### src/sv/dfc_pkg.sv
`timescale 1ns / 1ps
`default_nettype none

package dfc_pkg;

    // field widths
    localparam int BYTE_W   = 8;
    localparam int OFF_W    = 11;
    localparam int LEN_W    = 11;
    localparam int STAT_W   = 3;
    localparam int CFG_W    = 12;
    localparam int CRC_W    = 32;
    localparam int HOLD_N   = 4;

    // line characters
    localparam logic [BYTE_W-1:0] CH_ESC  = 8'h7D;
    localparam logic [BYTE_W-1:0] CH_FLAG = 8'h7E;
    localparam logic [BYTE_W-1:0] CH_BAD  = 8'h7F;
    localparam logic [BYTE_W-1:0] ESC_XOR = 8'h20;

    localparam logic [CRC_W-1:0] CRC_INIT = 32'hFFFF_FFFF;
    localparam logic [CRC_W-1:0] CRC_POLY = 32'hEDB8_8320;

    localparam logic [CFG_W-1:0] CFG_MAX_LEN_RST = 12'd2048;

    // depth of the front-to-back op queue
    localparam int QUEUE_DEPTH = 4;

    // frame status codes
    localparam logic [STAT_W-1:0] STAT_GOOD    = 3'd0;
    localparam logic [STAT_W-1:0] STAT_SHORT   = 3'd1;
    localparam logic [STAT_W-1:0] STAT_CRC     = 3'd2;
    localparam logic [STAT_W-1:0] STAT_FRAMING = 3'd3;
    localparam logic [STAT_W-1:0] STAT_OVERRUN = 3'd4;
    localparam logic [STAT_W-1:0] STAT_ABORTED = 3'd5;

    // output word kinds
    localparam logic KIND_PAYLOAD = 1'b0;
    localparam logic KIND_STATUS  = 1'b1;

    // input command codes
    localparam logic CMD_BYTE    = 1'b0;
    localparam logic CMD_RESTART = 1'b1;

    typedef enum logic [1:0] {
        FS_OUTSIDE = 2'd0,
        FS_BEGIN   = 2'd1,
        FS_INSIDE  = 2'd2,
        FS_ESCAPE  = 2'd3
    } t_fstate;

    typedef enum logic [1:0] {
        OP_INIT   = 2'd0,
        OP_DATA   = 2'd1,
        OP_STATUS = 2'd2,
        OP_CLOSE  = 2'd3
    } t_op_kind;

    typedef struct packed {
        logic              command;
        logic [BYTE_W-1:0] rx_byte;
    } t_in_word;

    typedef struct packed {
        logic              kind;
        logic [BYTE_W-1:0] out_byte;
        logic [OFF_W-1:0]  byte_offset;
        logic [STAT_W-1:0] status;
        logic [LEN_W-1:0]  frame_len;
        logic              last;
    } t_out_word;

    // one classified operation from front to back
    typedef struct packed {
        t_op_kind          kind;
        logic [BYTE_W-1:0] data;
        logic [OFF_W-1:0]  offset;
        logic [STAT_W-1:0] status;
        logic [LEN_W-1:0]  len;
        logic [CRC_W-1:0]  got;
    } t_op;

    // reflected CRC-32, one byte
    function automatic logic [CRC_W-1:0] crc_byte(input logic [CRC_W-1:0] crc,
                                                  input logic [BYTE_W-1:0] b);
        logic [CRC_W-1:0] c;
        c = crc ^ {{(CRC_W-BYTE_W){1'b0}}, b};
        for (int k = 0; k < BYTE_W; k++) begin
            if (c[0]) begin
                c = (c >> 1) ^ CRC_POLY;
            end else begin
                c = c >> 1;
            end
        end
        return c;
    endfunction

endpackage

`default_nettype wire

### src/sv/dfc_front.sv
`timescale 1ns / 1ps
`default_nettype none

module dfc_front #(
    parameter int MAX_FRAME = 2048
) (
    input  wire logic                       i_clk,
    input  wire logic                       i_rst_n,
    input  wire logic                       i_accept,
    input  wire dfc_pkg::t_in_word          i_in,
    input  wire logic [dfc_pkg::CFG_W-1:0]  i_max_len,
    output dfc_pkg::t_op                    o_op,
    output logic                            o_op_valid
);

    localparam int CNT_W = $clog2(MAX_FRAME + 1);
    localparam int CMP_W = (CNT_W > dfc_pkg::CFG_W) ? CNT_W : dfc_pkg::CFG_W;
    localparam int EXT_W = (CNT_W > dfc_pkg::OFF_W) ? CNT_W : dfc_pkg::OFF_W;

    dfc_pkg::t_fstate r_state, n_state;
    logic             r_in_frame, n_in_frame;
    logic [CNT_W-1:0] r_count, n_count;
    logic [dfc_pkg::BYTE_W-1:0] r_hold [dfc_pkg::HOLD_N];
    logic [dfc_pkg::BYTE_W-1:0] n_hold [dfc_pkg::HOLD_N];

    // effective frame limit, clamped to MAX_FRAME
    logic [CMP_W-1:0] cfg_ext;
    logic [CMP_W-1:0] limit;
    logic [CMP_W-1:0] cnt_ext;
    logic [EXT_W-1:0] cnt_m4;
    logic             at_limit;
    logic             short_frame;
    logic             hold_filling;

    assign cfg_ext      = CMP_W'(i_max_len);
    assign limit        = (cfg_ext > CMP_W'(MAX_FRAME)) ? CMP_W'(MAX_FRAME) : cfg_ext;
    assign cnt_ext      = CMP_W'(r_count);
    assign at_limit     = (cnt_ext >= limit);
    assign cnt_m4       = EXT_W'(r_count) - EXT_W'(dfc_pkg::HOLD_N);
    assign short_frame  = (r_count <= CNT_W'(dfc_pkg::HOLD_N));
    // holdback not yet full: the byte is stored without a release
    assign hold_filling = (r_count < CNT_W'(dfc_pkg::HOLD_N));

    // state registers
    always_ff @(posedge i_clk) begin
        if (!i_rst_n) begin
            r_state    <= dfc_pkg::FS_OUTSIDE;
            r_in_frame <= 1'b0;
            r_count    <= '0;
            for (int i = 0; i < dfc_pkg::HOLD_N; i++) begin
                r_hold[i] <= '0;
            end
        end else begin
            r_state    <= n_state;
            r_in_frame <= n_in_frame;
            r_count    <= n_count;
            for (int i = 0; i < dfc_pkg::HOLD_N; i++) begin
                r_hold[i] <= n_hold[i];
            end
        end
    end

    // classify the accepted word
    always_comb begin
        logic                       do_data;
        logic                       do_store;
        logic                       do_close;
        logic                       do_abort;
        logic [dfc_pkg::BYTE_W-1:0] store_val;
        logic [dfc_pkg::STAT_W-1:0] abort_code;
        logic [dfc_pkg::BYTE_W-1:0] b;

        b          = i_in.rx_byte;
        do_data    = 1'b0;
        do_store   = 1'b0;
        do_close   = 1'b0;
        do_abort   = 1'b0;
        store_val  = b;
        abort_code = dfc_pkg::STAT_FRAMING;

        n_state    = r_state;
        n_in_frame = r_in_frame;
        n_count    = r_count;
        for (int i = 0; i < dfc_pkg::HOLD_N; i++) begin
            n_hold[i] = r_hold[i];
        end
        o_op_valid     = 1'b0;
        o_op.kind      = dfc_pkg::OP_STATUS;
        o_op.data      = '0;
        o_op.offset    = '0;
        o_op.status    = '0;
        o_op.len       = '0;
        o_op.got       = {r_hold[3], r_hold[2], r_hold[1], r_hold[0]};

        if (i_accept) begin
            if (i_in.command == dfc_pkg::CMD_RESTART) begin
                n_state    = dfc_pkg::FS_OUTSIDE;
                n_in_frame = 1'b0;
                if (r_in_frame) begin
                    o_op_valid  = 1'b1;
                    o_op.kind   = dfc_pkg::OP_STATUS;
                    o_op.status = dfc_pkg::STAT_ABORTED;
                end
            end else begin
                case (r_state)
                    dfc_pkg::FS_OUTSIDE: begin
                        if (b == dfc_pkg::CH_FLAG) begin
                            n_state = dfc_pkg::FS_BEGIN;
                            n_count = '0;
                            for (int i = 0; i < dfc_pkg::HOLD_N; i++) begin
                                n_hold[i] = '0;
                            end
                            o_op_valid = 1'b1;
                            o_op.kind  = dfc_pkg::OP_INIT;
                        end
                    end
                    dfc_pkg::FS_ESCAPE: begin
                        if (b == dfc_pkg::CH_FLAG) begin
                            do_abort = 1'b1;
                        end else begin
                            n_state   = dfc_pkg::FS_INSIDE;
                            do_store  = 1'b1;
                            store_val = b ^ dfc_pkg::ESC_XOR;
                        end
                    end
                    dfc_pkg::FS_BEGIN: begin
                        if (b != dfc_pkg::CH_FLAG) begin
                            n_state    = dfc_pkg::FS_INSIDE;
                            n_in_frame = 1'b1;
                            do_data    = 1'b1;
                        end
                    end
                    default: begin
                        do_data = 1'b1;
                    end
                endcase

                // plain data byte inside a frame
                if (do_data) begin
                    if (b == dfc_pkg::CH_ESC) begin
                        n_state = dfc_pkg::FS_ESCAPE;
                    end else if (b == dfc_pkg::CH_BAD) begin
                        do_abort = 1'b1;
                    end else if (b == dfc_pkg::CH_FLAG) begin
                        do_close = 1'b1;
                    end else begin
                        do_store = 1'b1;
                    end
                end

                // store into the holdback, releasing the oldest byte once the holdback is full
                if (do_store) begin
                    if (at_limit) begin
                        do_abort   = 1'b1;
                        abort_code = dfc_pkg::STAT_OVERRUN;
                    end else if (hold_filling) begin
                        n_hold[r_count[1:0]] = store_val;
                        n_count = r_count + CNT_W'(1);
                    end else begin
                        n_hold[0]   = r_hold[1];
                        n_hold[1]   = r_hold[2];
                        n_hold[2]   = r_hold[3];
                        n_hold[3]   = store_val;
                        n_count     = r_count + CNT_W'(1);
                        o_op_valid  = 1'b1;
                        o_op.kind   = dfc_pkg::OP_DATA;
                        o_op.data   = r_hold[0];
                        o_op.offset = cnt_m4[dfc_pkg::OFF_W-1:0];
                    end
                end

                // closing flag: short check here, CRC check in the back end
                if (do_close) begin
                    n_state    = dfc_pkg::FS_OUTSIDE;
                    n_in_frame = 1'b0;
                    o_op_valid = 1'b1;
                    if (short_frame) begin
                        o_op.kind   = dfc_pkg::OP_STATUS;
                        o_op.status = dfc_pkg::STAT_SHORT;
                    end else begin
                        o_op.kind = dfc_pkg::OP_CLOSE;
                        o_op.len  = cnt_m4[dfc_pkg::LEN_W-1:0];
                    end
                end

                if (do_abort) begin
                    n_state     = dfc_pkg::FS_OUTSIDE;
                    n_in_frame  = 1'b0;
                    o_op_valid  = 1'b1;
                    o_op.kind   = dfc_pkg::OP_STATUS;
                    o_op.status = abort_code;
                end
            end
        end
    end

endmodule

`default_nettype wire

### src/sv/dfc_op_queue.sv
`timescale 1ns / 1ps
`default_nettype none

module dfc_op_queue (
    input  wire logic          i_clk,
    input  wire logic          i_rst_n,
    input  wire logic          i_push,
    input  wire dfc_pkg::t_op  i_op,
    output logic               o_full,
    input  wire logic          i_pop,
    output dfc_pkg::t_op       o_head,
    output logic               o_empty
);

    localparam int DEPTH = dfc_pkg::QUEUE_DEPTH;
    localparam int PTR_W = $clog2(DEPTH);
    localparam int CNT_W = $clog2(DEPTH + 1);

    dfc_pkg::t_op     r_mem [DEPTH];
    logic [PTR_W-1:0] r_wr_ptr;
    logic [PTR_W-1:0] r_rd_ptr;
    logic [CNT_W-1:0] r_count;
    logic             do_push;
    logic             do_pop;

    assign o_full  = (r_count == CNT_W'(DEPTH));
    assign o_empty = (r_count == '0);
    assign do_push = i_push && !o_full;
    assign do_pop  = i_pop && !o_empty;
    assign o_head  = r_mem[r_rd_ptr];

    // storage
    always_ff @(posedge i_clk) begin
        if (do_push) begin
            r_mem[r_wr_ptr] <= i_op;
        end
    end

    // pointers and fill count
    always_ff @(posedge i_clk) begin
        if (!i_rst_n) begin
            r_wr_ptr <= '0;
            r_rd_ptr <= '0;
            r_count  <= '0;
        end else begin
            if (do_push) begin
                r_wr_ptr <= (r_wr_ptr == PTR_W'(DEPTH - 1)) ? '0 : r_wr_ptr + PTR_W'(1);
            end
            if (do_pop) begin
                r_rd_ptr <= (r_rd_ptr == PTR_W'(DEPTH - 1)) ? '0 : r_rd_ptr + PTR_W'(1);
            end
            if (do_push && !do_pop) begin
                r_count <= r_count + CNT_W'(1);
            end else if (do_pop && !do_push) begin
                r_count <= r_count - CNT_W'(1);
            end
        end
    end

endmodule

`default_nettype wire

### src/sv/dfc_back.sv
`timescale 1ns / 1ps
`default_nettype none

module dfc_back (
    input  wire logic           i_clk,
    input  wire logic           i_rst_n,
    input  wire dfc_pkg::t_op   i_op,
    input  wire logic           i_op_empty,
    output logic                o_op_pop,
    output dfc_pkg::t_out_word  o_out,
    output logic                o_empty,
    input  wire logic           i_pop
);

    logic [dfc_pkg::CRC_W-1:0] r_crc, n_crc;
    dfc_pkg::t_out_word        r_out, n_out;
    logic                      r_out_valid;
    logic                      n_word;
    logic                      take;

    // take an op when the output slot is free or being drained
    assign take     = !i_op_empty && (!r_out_valid || i_pop);
    assign o_op_pop = take;
    assign o_out    = r_out;
    assign o_empty  = !r_out_valid;

    // carry out the op
    always_comb begin
        n_crc             = r_crc;
        n_word            = 1'b0;
        n_out.kind        = dfc_pkg::KIND_STATUS;
        n_out.out_byte    = '0;
        n_out.byte_offset = '0;
        n_out.status      = '0;
        n_out.frame_len   = '0;
        n_out.last        = 1'b1;
        case (i_op.kind)
            dfc_pkg::OP_INIT: begin
                n_crc = dfc_pkg::CRC_INIT;
            end
            dfc_pkg::OP_DATA: begin
                n_crc             = dfc_pkg::crc_byte(r_crc, i_op.data);
                n_word            = 1'b1;
                n_out.kind        = dfc_pkg::KIND_PAYLOAD;
                n_out.out_byte    = i_op.data;
                n_out.byte_offset = i_op.offset;
                n_out.last        = 1'b0;
            end
            dfc_pkg::OP_CLOSE: begin
                n_word = 1'b1;
                if (~r_crc != i_op.got) begin
                    n_out.status = dfc_pkg::STAT_CRC;
                end else begin
                    n_out.status    = dfc_pkg::STAT_GOOD;
                    n_out.frame_len = i_op.len;
                end
            end
            default: begin
                n_word       = 1'b1;
                n_out.status = i_op.status;
            end
        endcase
    end

    // CRC and output valid
    always_ff @(posedge i_clk) begin
        if (!i_rst_n) begin
            r_crc       <= dfc_pkg::CRC_INIT;
            r_out_valid <= 1'b0;
        end else begin
            if (take) begin
                r_crc       <= n_crc;
                r_out_valid <= n_word;
            end else if (i_pop) begin
                r_out_valid <= 1'b0;
            end
        end
    end

    // output word
    always_ff @(posedge i_clk) begin
        if (take && n_word) begin
            r_out <= n_out;
        end
    end

endmodule

`default_nettype wire

### src/sv/fir_deframer_crc32_check_unit.sv
// Each result word is registered first in the op queue, then in the output word register.
// One input word per cycle while not full; one CRC-32 byte step per cycle in the back end.
// The front classifies words into a four-entry op queue; the back drains one op a cycle,
// so full rises only once four ops wait behind an unread output word.
// Reset (synchronous, active low): outside frame, empty queues, CRC all ones,
// frame limit 2048.
`timescale 1ns / 1ps
`default_nettype none

module fir_deframer_crc32_check_unit #(
    parameter int MAX_FRAME = 2048
) (
    input  wire logic                       i_clk,
    input  wire logic                       i_rst_n,
    input  wire logic                       i_push,
    output logic                            o_full,
    input  wire dfc_pkg::t_in_word          i_in,
    output logic                            o_empty,
    input  wire logic                       i_pop,
    output dfc_pkg::t_out_word              o_out,
    input  wire logic                       i_cfg_we,
    input  wire logic [dfc_pkg::CFG_W-1:0]  i_cfg_data
);

    logic [dfc_pkg::CFG_W-1:0] r_max_len;
    logic                      accept;
    dfc_pkg::t_op              front_op;
    logic                      front_op_valid;
    dfc_pkg::t_op              head_op;
    logic                      q_empty;
    logic                      q_pop;

    // frame length limit register
    always_ff @(posedge i_clk) begin
        if (!i_rst_n) begin
            r_max_len <= dfc_pkg::CFG_MAX_LEN_RST;
        end else if (i_cfg_we) begin
            r_max_len <= i_cfg_data;
        end
    end

    assign accept = i_push && !o_full;

    dfc_front #(
        .MAX_FRAME (MAX_FRAME)
    ) u_front (
        .i_clk      (i_clk),
        .i_rst_n    (i_rst_n),
        .i_accept   (accept),
        .i_in       (i_in),
        .i_max_len  (r_max_len),
        .o_op       (front_op),
        .o_op_valid (front_op_valid)
    );

    dfc_op_queue u_queue (
        .i_clk   (i_clk),
        .i_rst_n (i_rst_n),
        .i_push  (front_op_valid),
        .i_op    (front_op),
        .o_full  (o_full),
        .i_pop   (q_pop),
        .o_head  (head_op),
        .o_empty (q_empty)
    );

    dfc_back u_back (
        .i_clk      (i_clk),
        .i_rst_n    (i_rst_n),
        .i_op       (head_op),
        .i_op_empty (q_empty),
        .o_op_pop   (q_pop),
        .o_out      (o_out),
        .o_empty    (o_empty),
        .i_pop      (i_pop)
    );

    // a status word always closes the run, a payload word never does
    a_last_kind: assert property (@(posedge i_clk) disable iff (!i_rst_n)
        !o_empty |-> (o_out.last == o_out.kind))
        else $error("last does not match kind");

    // payload words carry no status or length
    a_payload_clean: assert property (@(posedge i_clk) disable iff (!i_rst_n)
        (!o_empty && (o_out.kind == dfc_pkg::KIND_PAYLOAD)) |->
        ((o_out.status == dfc_pkg::STAT_GOOD) && (o_out.frame_len == '0)))
        else $error("payload word with status fields");

    // only a good status carries a frame length
    a_len_good_only: assert property (@(posedge i_clk) disable iff (!i_rst_n)
        (!o_empty && (o_out.kind == dfc_pkg::KIND_STATUS) &&
         (o_out.status != dfc_pkg::STAT_GOOD)) |-> (o_out.frame_len == '0))
        else $error("frame length on a failed frame");

    // queue cannot be full right after reset
    a_reset_not_full: assert property (@(posedge i_clk)
        (i_rst_n && $past(!i_rst_n)) |-> (!o_full && o_empty))
        else $error("queues not empty after reset");

endmodule

`default_nettype wire
### config.mk
export PLATFORM = sky130hd
export DESIGN_NAME = fir_deframer_crc32_check_unit
export DESIGN_NICKNAME = d
export VERILOG_FILES = /design/src/sv/dfc_pkg.sv /design/src/sv/dfc_front.sv /design/src/sv/dfc_op_queue.sv /design/src/sv/dfc_back.sv /design/src/sv/fir_deframer_crc32_check_unit.sv
export SDC_FILE = /design/constraint.sdc
export NUM_CORES = 1
export LEC_CHECK = 0
export CAP_MARGIN = 20
export CORE_ASPECT_RATIO = 1.5
export CORE_MARGIN = 2
export CORE_UTILIZATION = 63
export DETAILED_ROUTE_END_ITERATION = 7
export DONT_BUFFER_PORTS = 1
export PLACE_DENSITY = 0.79
export SETUP_SLACK_MARGIN = 0.05
export SYNTH_ARGS = -nofsm -noshare
export SYNTH_HDL_FRONTEND = slang
export SYNTH_SLANG_ARGS = --single-unit
### constraint.sdc
create_clock -name i_clk -period 6.5 [get_ports i_clk]
set_clock_uncertainty 0.1 [all_clocks]
set_input_delay 0.325 -clock i_clk [delete_from_list [all_inputs] [get_ports i_clk]]
set_output_delay 0.325 -clock i_clk [all_outputs]
set_load 0.01 [all_outputs]
---- After elaboration in Yosys (flattened, before gate mapping) ----
Memories as Yosys holds them, arrays and structs flattened. A register that Yosys moved wholly into a read port is not among the register bits.
Index checks and enable logic that the tools add are counted.
operators by class
  add/sub/neg operators ................... 6
  $lt $le $gt $ge ......................... 6
  equality and inequality tests ........... 12
  muxes and demuxes ....................... 127
  bitwise gates (word level) .............. 18
  reductions and logical operators ........ 28
operator list
  cell                     number
  $mux W32                 24
  $not A13 Y14             8
  $pmux W32 S2             1
  $mux W21                 3
  $mux W12                 5
  $mux W8                  7
  $mux W1                  49
  $mux W2                  18
  $mux W35                 1
  $bwmux W32               1
  $ne A32 B32 Y1           1
  $not A32 Y32             1
  $xor A32 B8 Y32          1
  $eq A8 B7 Y1 const B     3
  $mux W11                 2
  $mux W3                  7
  $mux W20                 1
  $mux W19                 1
  $demux W8 S2             1
  $mux W14                 1
  $add A12 B1 Y12 const B  1
  $ge A12 B12 Y1           1
  $gt A12 B12 Y1 const B   1
  $le A12 B3 Y1 const B    1
  28 further kinds         57
word-level totals
  flip-flop bits (word level) ............. 102
  RAM bits ................................ 300
  bits of input ports ..................... 26
  output and inout port bits .............. 37
  logic and storage cells ................. 214
  memories ................................ 2
memories
  memory          depth  width  read ports  clocked after Yosys merged registers in  wr ports  RTL line            source
  u_queue.r_mem   4      67     1           1                                        1         dfc_op_queue.sv:19  dfc_pkg::t_op r_mem [DEPTH];
  u_front.r_hold  4      8      4           0                                        4         dfc_front.sv:23     logic [dfc_pkg::BYTE_W-1:0] r_hold [dfc_pkg::HOLD_N];

---- Logic depth before layout (Yosys ltp) ----
Gate-level depths: netlist of the first run.
  depth in word-level cells ............... 25
  depth in mapped cells ................... 17
  depth with buffers taken out ............ 15

---- Modules after synthesis ----
A second synthesis of the first run with hierarchy kept.
second synthesis, totals
  cells, all modules ...................... 1194
  area, all modules ....................... 17340.4 um^2
by module, submodules not included
  module                         times used  cells an instance  area each (um^2)  seq. area each (um^2)
  dfc_op_queue                   1           401                10176.0           8227.9
  dfc_back                       1           308                3405.8            1681.6
  dfc_front                      1           446                3304.4            940.9
  fir_deframer_crc32_check_unit  1           39                 454.2             240.2

---- Worst setup path after synthesis of the first run ----
OpenSTA, ideal clock, no wires.
  path kind ............................... flip-flop to flip-flop
  from .................................... reg r_max_len[11] (netlist name)
  to ...................................... mem u_queue.r_mem[3][0] (netlist name), enable pin
  library setup time ...................... 0.432 ns
  arrival ................................. 4.293 ns
  required time ........................... 5.968 ns
  path slack .............................. 1.675 ns
  stages on the path, launching flop included .. 11
  path buffers ............................ 1
  clock period less this slack ............ 4.825 ns
  cells stage by stage .................... dfxtp_1 > inv_1 > clkbuf_1 > nand2_1 > ha_1 > nand4_1 > or4_1 > o211ai_1 > a21oi_1 > a311oi_2 > and2_1
on the way
  cells in the longest elaborated chain, start to end .. 13
  elaborated cells between the ends (all ways) .. 16
  classes of those cells .................. order compare (2); mux (13); reduce/logical (1)
RTL lines
  item                             RTL line                             source
  start, declared                  fir_deframer_crc32_check_unit.sv:25  logic [dfc_pkg::CFG_W-1:0] r_max_len;
  start signal, assigned           fir_deframer_crc32_check_unit.sv:36  r_max_len <= dfc_pkg::CFG_MAX_LEN_RST;
  start signal, assigned           fir_deframer_crc32_check_unit.sv:38  r_max_len <= i_cfg_data;
  $gt A12 B12 Y1                   dfc_front.sv:36                      assign limit = (cfg_ext > CMP_W'(MAX_FRAME)) ? CMP_W'(MAX_FRAME) : cfg_ext;
  $mux W12 *                       dfc_front.sv:36
  $ge A12 B12 Y1 *                 dfc_front.sv:38                      assign at_limit = (cnt_ext >= limit);
  $mux W1                          dfc_front.sv:153                     if (at_limit) begin
  $mux W1                          dfc_front.sv:152                     if (do_store) begin
  $mux W1                          dfc_front.sv:96                      if (i_in.command == dfc_pkg::CMD_RESTART) begin
  $mux W1                          dfc_front.sv:95                      if (i_accept) begin
  $mux W1 *                        dfc_front.sv:186                     if (do_abort) begin
  $mux W1 *                        dfc_front.sv:96
  $mux W1 *                        dfc_front.sv:95
  $logic_and A1 B1 Y1 *            dfc_op_queue.sv:28                   assign do_push = i_push && !o_full;
  named net u_queue.do_push        dfc_op_queue.sv:23                   logic do_push;
  $mux W1 *                        dfc_op_queue.sv:34                   if (do_push) begin
  $mux W1 (implied by the code) *  dfc_op_queue.sv:35                   r_mem[r_wr_ptr] <= i_op;
  end, declared                    dfc_op_queue.sv:19
The timed path passes the listed nets; every way through them passes the cells marked *. The select of a mux whose other input is x is not followed.

---- Worst setup path in the final report of the first run ----
  from .................................... reg r_max_len[11] (netlist name)
  to ...................................... reg u_queue.r_count[2]
on the way
  cells in the longest elaborated chain, start to end .. 14
  elaborated cells between the ends (all ways) .. 19
  classes of those cells .................. order compare (2); mux (12); reduce/logical (5)
RTL lines
  item                                 RTL line            source
  $gt A12 B12 Y1                       dfc_front.sv:36
  $mux W12 *                           dfc_front.sv:36
  $ge A12 B12 Y1 *                     dfc_front.sv:38
  $mux W1                              dfc_front.sv:153
  $mux W1                              dfc_front.sv:152
  $mux W1                              dfc_front.sv:96
  $mux W1                              dfc_front.sv:95
  $mux W1 *                            dfc_front.sv:186
  $mux W1 *                            dfc_front.sv:96
  $mux W1 *                            dfc_front.sv:95
  $logic_and A1 B1 Y1 *                dfc_op_queue.sv:28
  named net u_queue.do_push            dfc_op_queue.sv:23
  $logic_not A1 Y1                     dfc_op_queue.sv:54  end else if (do_pop && !do_push) begin
  $logic_and A1 B1 Y1                  dfc_op_queue.sv:54
  $reduce_bool A2 Y1 (no source line)  --
  end signal, assigned                 dfc_op_queue.sv:53  r_count <= r_count + CNT_W'(1);
  end signal, assigned                 dfc_op_queue.sv:55  r_count <= r_count - CNT_W'(1);
  end, declared                        dfc_op_queue.sv:22  logic [CNT_W-1:0] r_count;
Marks and branches as above.
A chain may end at the register's enable or synchronous reset.

==> results.sh, run 1 <==
export IMPL_grt_antenna_before_repair=0
export IMPL_cts_buffers=38
export IMPL_synth_area_mm2=0.01736
export IMPL_seqPwrFrac=0.424
export IMPL_wirelength_mm=38.56
export IMPL_cts_setup_buffers=0
export IMPL_slowest_delay_ns=0.78
export IMPL_layout_nets=1263
export IMPL_fmax_mhz=213.6
export IMPL_dp_hpwl_mm=24.28
export IMPL_synth_seq_cells=403
export IMPL_areaGrowthSynthToFinish_pct=10.76
export IMPL_synth_edf_count=302
export IMPL_syn_num_nets=1247
export IMPL_fin_crit_sh=0.7201
export IMPL_finalHoldViolCount=0
export IMPL_num_rows=74
export IMPL_die_area_mm2=0.02893
export IMPL_powerDensity_mw_per_mm2=388.2
export IMPL_ys_seq_area_frac=0.6388
export IMPL_grt_pass1_wl_mm=59.49
export IMPL_finalCriticalPeriod_ns=4.681
export IMPL_tritoncts="built"
export IMPL_first_pass_iters=7
export IMPL_cts_root_buffer="clkbuf_16"
export IMPL_yosysMostFrequentCell="edfxtp_1"
export IMPL_grt_pass1_vias=9882
export IMPL_crit_buf_inv=2
export IMPL_gp_congestion=0.9114
export IMPL_synthTopCellsByArea="edfxtp_1 52%, dfxtp_1 12%, mux4_2 8.7%"
export IMPL_grt_usage=0.2708
export IMPL_tns_ns=0
export IMPL_hold_path_class="primary input to flip-flop"
export IMPL_wl_per_cell_um=24.45
export IMPL_p_int_uw=5285
export IMPL_drt_antenna_violating_nets=0
export IMPL_ys_types=57
export IMPL_vias=9969
export IMPL_syn_area_per_cell_um2=14.59
export IMPL_worstSetupPathType="flip-flop to flip-flop"
export IMPL_slew_headroom=0.2818
export IMPL_htree_levels=2
export IMPL_via_per_inst=6.321
export IMPL_portBuffers=0
export IMPL_synthCells=1190
export IMPL_hold_start="i_in[3]"
export IMPL_cp_startpoint="r_max_len[11]"
export IMPL_rsz0062_at_grt="no"
export IMPL_grt_max_degree=68
export IMPL_synth_top_area_cell="edfxtp_1"
export IMPL_overflow=0
export IMPL_maxCapViolations=0
export IMPL_vdd_drop_max_mv=0.4564
export IMPL_clock_sinks=403
export IMPL_place_ws_ns=1.905
export IMPL_dr_first_iter_drc_count=773
export IMPL_holdWs_ns=0.02462
export IMPL_crit_family="compound AO/OA/AOI/OAI gates"
export IMPL_p_sw_uw=2181
export IMPL_detail_route_drc_violations=0
export IMPL_nFillCells=1742
export IMPL_tightest_slew_ns=1.074
export IMPL_switching_share=0.2921
export IMPL_path_cells="inv_1, nand2_1, ha_1, nand4_1, or4_1, o211ai_1, a21oi_1, a311oi_2, ha_1, inv_1, fa_1, xor2_1, or3_1, a21oi_1"
export IMPL_ios=63
export IMPL_synth_common_cells="302 x edfxtp_1, 101 x dfxtp_1, 86 x nand2_1, 75 x nor2_1, 75 x xnor2_1"
export IMPL_critPathArrivalTime_ns=5.02
export IMPL_slowest_stage="a311oi_2"
export IMPL_drive_above_1_share=0.1401
export IMPL_p_leak_uw=0.006780
export IMPL_yosys_warnings=0
export IMPL_fin_ws_ns=1.819
export IMPL_setup_viol=0
export IMPL_synth_top_cell_area_share=0.5223
export IMPL_power_frac_clock=0.311
export IMPL_clk_latency_ns=0.54
export IMPL_cts_repair_resized=0
export IMPL_die_y_um=207.3
export IMPL_synth_ff_type="edfxtp_1"
export IMPL_clkTransAtPathRegs_ns=0.06
export IMPL_initial_core_util=0.6378
export IMPL_endpoint_kind="flip-flop"
export IMPL_r2r_start="r_max_len[11]"
export IMPL_async_flop_share=0
export IMPL_start_kind="flip-flop"
export IMPL_antenna_cells=0
export IMPL_maxSlewViolCount=0
export IMPL_core_area_mm2=0.02722
export IMPL_clockBufferDepth=3
export IMPL_status="complete, no violations"
export IMPL_cp_max_fo=12
export IMPL_fin_util=0.7065
export IMPL_fp_dieW_um=139.6
export IMPL_comb_power_share=0.265
export IMPL_ctsHoldBuffers=25
export IMPL_required_ns=6.84
[state kept, by name, summed over array words and instances, names as in the netlist, named ones only]
register            flops
u_back.r_out_valid      1
u_queue.r_mem         268
u_front.r_hold         32
u_back.o_out           34
u_queue.r_rd_ptr        2
u_back.r_crc           32
u_queue.r_count         3
u_front.r_in_frame      1
r_max_len              12
u_front.r_state         2
u_front.cnt_ext        12
u_queue.r_wr_ptr        2
[area by class of cell]
cell class / instances / area (um2) / share of cell area
clock buffer: 48 / 1051 / 0.05465
clock inverter: 21 / 259.0 / 0.01347
inverter: 17 / 63.81 / 0.003318
multi-input combinational: 706 / 5936 / 0.3087
sequential: 403 / 11100 / 0.5770
tap: 342 / 427.9 / 0.02225
timing repair buffer: 40 / 397.9 / 0.02069
[power groups by stage]
stage / Clock, uW / Sequential [uW] / Combinational [uW]
6_report: 2320 / 3170 / 1980
5_1_grt: 2430 / 3190 / 2110
3_5_place_dp: 0 / 3230 / 1920
4_1_cts: 2350 / 3180 / 1970
2_1_floorplan: 0 / 3130 / 1630
3_3_place_gp: 0 / 3230 / 1900
[final timing paths]
path	end	slack (ns)	depth (start not counted)
setup / recovery	u_queue.r_count[2]	1.82	14
hold reg to reg	r_max_len[9]	0.39	2
setup reg to reg	u_queue.r_count[2]	1.82	14
hold / removal	u_front.r_hold[2][3]	0.02	3
[cells in the final DEF, fill, tap and decap left out, types with 5 or more instances in the layout]
cell           synthesis  final
xnor2_1               75     75
nand3_1               15     15
nor2b_1               28     28
a31oi_1                6      6
nor3_1                14     14
or4_1                  5      5
nor4_1                12     11
dlygate4sd3_1          0     24
xnor2_2                6      6
buf_4                  3     13
a32o_1                 8      8
ha_1                  30     30
clkinv_2               0      7
inv_1                 17     17
clkbuf_16              0     40
o22ai_1               38     38
nand4_1                7      7
o211ai_1               6      6
nor2_1                75     74
o22a_1                 8      8
dfxtp_1              101     99
mux2i_1               19     19
clkbuf_1              46      6
and2_1                26     22
a21oi_1               48     48
clkinv_1               0      5
xor2_1                21     21
nand2_1               86     86
o21ai_0               26     26
edfxtp_1             302    302
nand2b_1               7      7
and3_1                22     22
bufinv_16              0      6
xnor2_4               10     10
mux4_2                67     67
[metrics by stage]
| stage | cell area, um2 | instances | power (uW) |
|---|---|---|---|
| finish | 19230 | 1577 | 7466 |
| global route | 19230 | 1577 | 7735 |
| CTS | 19200 | 1575 | 7499 |
| detailed placement | 17620 | 1481 | 5151 |
| global placement | 17620 | 1481 | 5134 |
| floorplan | 17360 | 1190 | 4761 |
[layer usage]
layer | wire length (um) | share of wire | GRT usage
met1 | 13850 | 0.36 | 0.3194
met2 | 20890 | 0.54 | 0.4946
met3 | 2022 | 0.052 | 0.03852
met4 | 1800 | 0.047 | 0.1141
met5 | 0 | 0 | 0
[cells by family after synthesis]
logic type / Yosys count / synth area share
AOI/OAI and AO/OA: 164 / 0.06003
buffers and inverters: 81 / 0.02047
and+or+nand+nor: 311 / 0.08799
adders and majority gates: 31 / 0.02277
DFF: 403 / 0.6388
muxes: 87 / 0.09851
xor gates and xnor gates: 113 / 0.07149
[worst min-delay path, delay by kind of cell]
kind / cells / cell delay, ns
AND/OR/NAND/NOR: 1 / 0.12
AO/OA/AOI/OAI: 2 / 0.17
No activity file was read; power rests on OpenSTA's default activity.
==> run 2: changes to the inputs <==
==> constraint.sdc (replaced) <==
create_clock -name i_clk -period 4.6 [get_ports i_clk]
set_clock_uncertainty 0.1 [all_clocks]
set_input_delay 0.23 -clock i_clk [delete_from_list [all_inputs] [get_ports i_clk]]
set_output_delay 0.23 -clock i_clk [all_outputs]
set_load 0.01 [all_outputs]
==> run 2 against run 1 <==
Via count grew 0.53%. Non-clock buffer count grew 17. Cell area grew 0.44%. Final cell count grew 0.89%. First-iteration DRC count shrank 4.1%. Global-route usage shrank 0.58 points.
==> results.sh, run 2 (same netlist as run 1, synthesis figures left out) <==
export IMPL_rr_worst_depth=15
export IMPL_tritoncts="built"
export IMPL_die_y_um=207.3
export IMPL_fmax_mhz=240.1
export IMPL_largest_reg_flops=268
export IMPL_maxSlewViolCount=0
export IMPL_finalHoldViolCount=0
export IMPL_first_pass_iters=8
export IMPL_dr_first_iter_drc_count=741
export IMPL_p_leak_uw=0.006806
export IMPL_worstSetupPathType="flip-flop to flip-flop"
export IMPL_slew_headroom=0.3286
export IMPL_powerDensity_mw_per_mm2=534.6
export IMPL_fin_util=0.7096
export IMPL_antenna_cells=0
export IMPL_required_ns=4.96
export IMPL_rsz0062_at_grt="no"
export IMPL_areaGrowthSynthToFinish_pct=11.25
export IMPL_grt_max_degree=67
export IMPL_portBuffers=0
export IMPL_start_kind="flip-flop"
export IMPL_cp_startpoint="r_max_len[11]"
export IMPL_clockBufferDepth=3
export IMPL_gp_congestion=0.8799
export IMPL_grt_antenna_before_repair=0
export IMPL_dp_hpwl_mm=24.90
export IMPL_clkTransAtPathRegs_ns=0.06
export IMPL_setup_viol=0
export IMPL_final_common_cell="edfxtp_1"
export IMPL_fp_dieW_um=139.6
export IMPL_critPathArrivalTime_ns=4.52
export IMPL_overflow=0
export IMPL_grt_pass1_wl_mm=58.58
export IMPL_holdWs_ns=0.02088
export IMPL_initial_core_util=0.6378
export IMPL_layout_nets=1279
export IMPL_grt_usage=0.2650
export IMPL_cts_buffers=37
export IMPL_ios=63
export IMPL_clk_latency_ns=0.56
export IMPL_wirelength_mm=37.48
export IMPL_mostFrequentLayoutCells="302 x edfxtp_1, 99 x dfxtp_1, 86 x nand2_1, 75 x xnor2_1, 74 x nor2_1"
export IMPL_vdd_drop_max_mv=0.5263
export IMPL_die_area_mm2=0.02893
export IMPL_r2r_start="r_max_len[11]"
export IMPL_vias=10020
export IMPL_cp_max_fo=12
export IMPL_cts_repair_resized=0
export IMPL_r2r_end="u_queue.r_count[2]"
export IMPL_wl_per_cell_um=23.56
export IMPL_clock_sinks=403
export IMPL_fin_cells=1591
export IMPL_p_total_uw=10330
export IMPL_finalCriticalPeriod_ns=4.166
export IMPL_tns_ns=0
export IMPL_endpoint="u_queue.r_count[2]"
export IMPL_grt_pass1_vias=10350
export IMPL_tightest_slew_ns=1.006
export IMPL_core_area_mm2=0.02722
export IMPL_htree_levels=2
export IMPL_cts_root_buffer="clkbuf_16"
export IMPL_hold_path_class="primary input to flip-flop"
export IMPL_dp_cells=1497
export IMPL_status="complete, no violations"
export IMPL_maxCapViolations=0
export IMPL_via_per_inst=6.299
export IMPL_num_rows=74
export IMPL_reg2reg_slack_ns=0.43
export IMPL_registers_top_by_ff_count="u_queue.r_mem"
export IMPL_endpoint_kind="flip-flop"
export IMPL_detail_route_drc_violations=0
export IMPL_drt_antenna_violating_nets=0
export IMPL_fin_crit_sh=0.9056
export IMPL_drive_above_1_share=0.1513
## run 2: changes by cell type in the layout (fill, tap and decap cells not counted), sizes merged
cell          delta
buf             +17
clkinvlp         +2
inv              +2
dlygate4sd3      +1
bufinv           -3
clkbuf           -4
dlymetal6s2s     -1
## run 2: how the worst min path moves through the flow
| stage | start | to | cells past startpoint |
|---|---|---|---|
| 6_report | i_in[0] | u_front.r_state[0] | 4 |
| 3_5_place_dp | i_rst_n | u_back.r_crc[28] | 1 |
| 2_1_floorplan | i_in[1] | u_front.r_hold[3][1] | 1 |
| 5_1_grt | i_in[0] | u_queue.r_mem[1][44] | 3 |
| 3_3_place_gp | i_rst_n | u_back.r_crc[28] | 1 |
| 4_1_cts | i_in[0] | u_front.r_state[0] | 4 |
## run 2: through the flow
stage,cell area (um2),setup slack [ns]
2_1_floorplan,17370,0.4785
3_3_place_gp,17830,0.4557
3_5_place_dp,17830,0.3296
4_1_cts,19300,0.3012
5_1_grt,19320,0.1824
6_report,19320,0.4344
## run 2: power breakdown
part	total [uW]	switching, uW	internal, uW
Clock	3050	1340	1710
Sequential	4460	277	4180
Combinational	2820	1470	1340
## run 2: repair_timing
action / 4_1_cts / 5_1_grt
hold endpoints to repair: 92 / 0
setup buffers: 0 / 2
hold buffers: 26 / 0
setup endpoints to repair: 0 / 1
## run 2: area by class of cell
type | count | area [um2]
clock buffers | 44 | 982.2
clock inverters | 22 | 212.7
fillers | 1724 | 7905
inverters | 17 | 63.81
multi-input cells | 706 | 5936
flip-flops and latches | 403 | 11100
well taps | 342 | 427.9
repair buffers | 57 | 598.1
## run 2: worst max-delay path: stages (launching register included)
cell	delay, ns
dfxtp_1	0.32
inv_1	0.28
nand2_1	0.12
ha_1	0.31
nand4_1	0.12
or4_1	0.57
o211ai_1	0.19
buf_4	0.16
a21oi_1	0.15
a311oi_2	0.39
ha_1	0.25
inv_1	0.07
fa_1	0.43
xor2_1	0.17
or3_1	0.30
a21oi_1	0.14
## run 2: per-layer routing
layer  global-route usage  wire length, um  share of wire  vias up
met2               0.4812            20470           0.55      400
met5                    0                0              0        -
met1               0.3096            13220           0.35     4960
li1                     -                -              -     4548
met4               0.1293             1875          0.050        0
met3              0.03391             1907          0.051      114
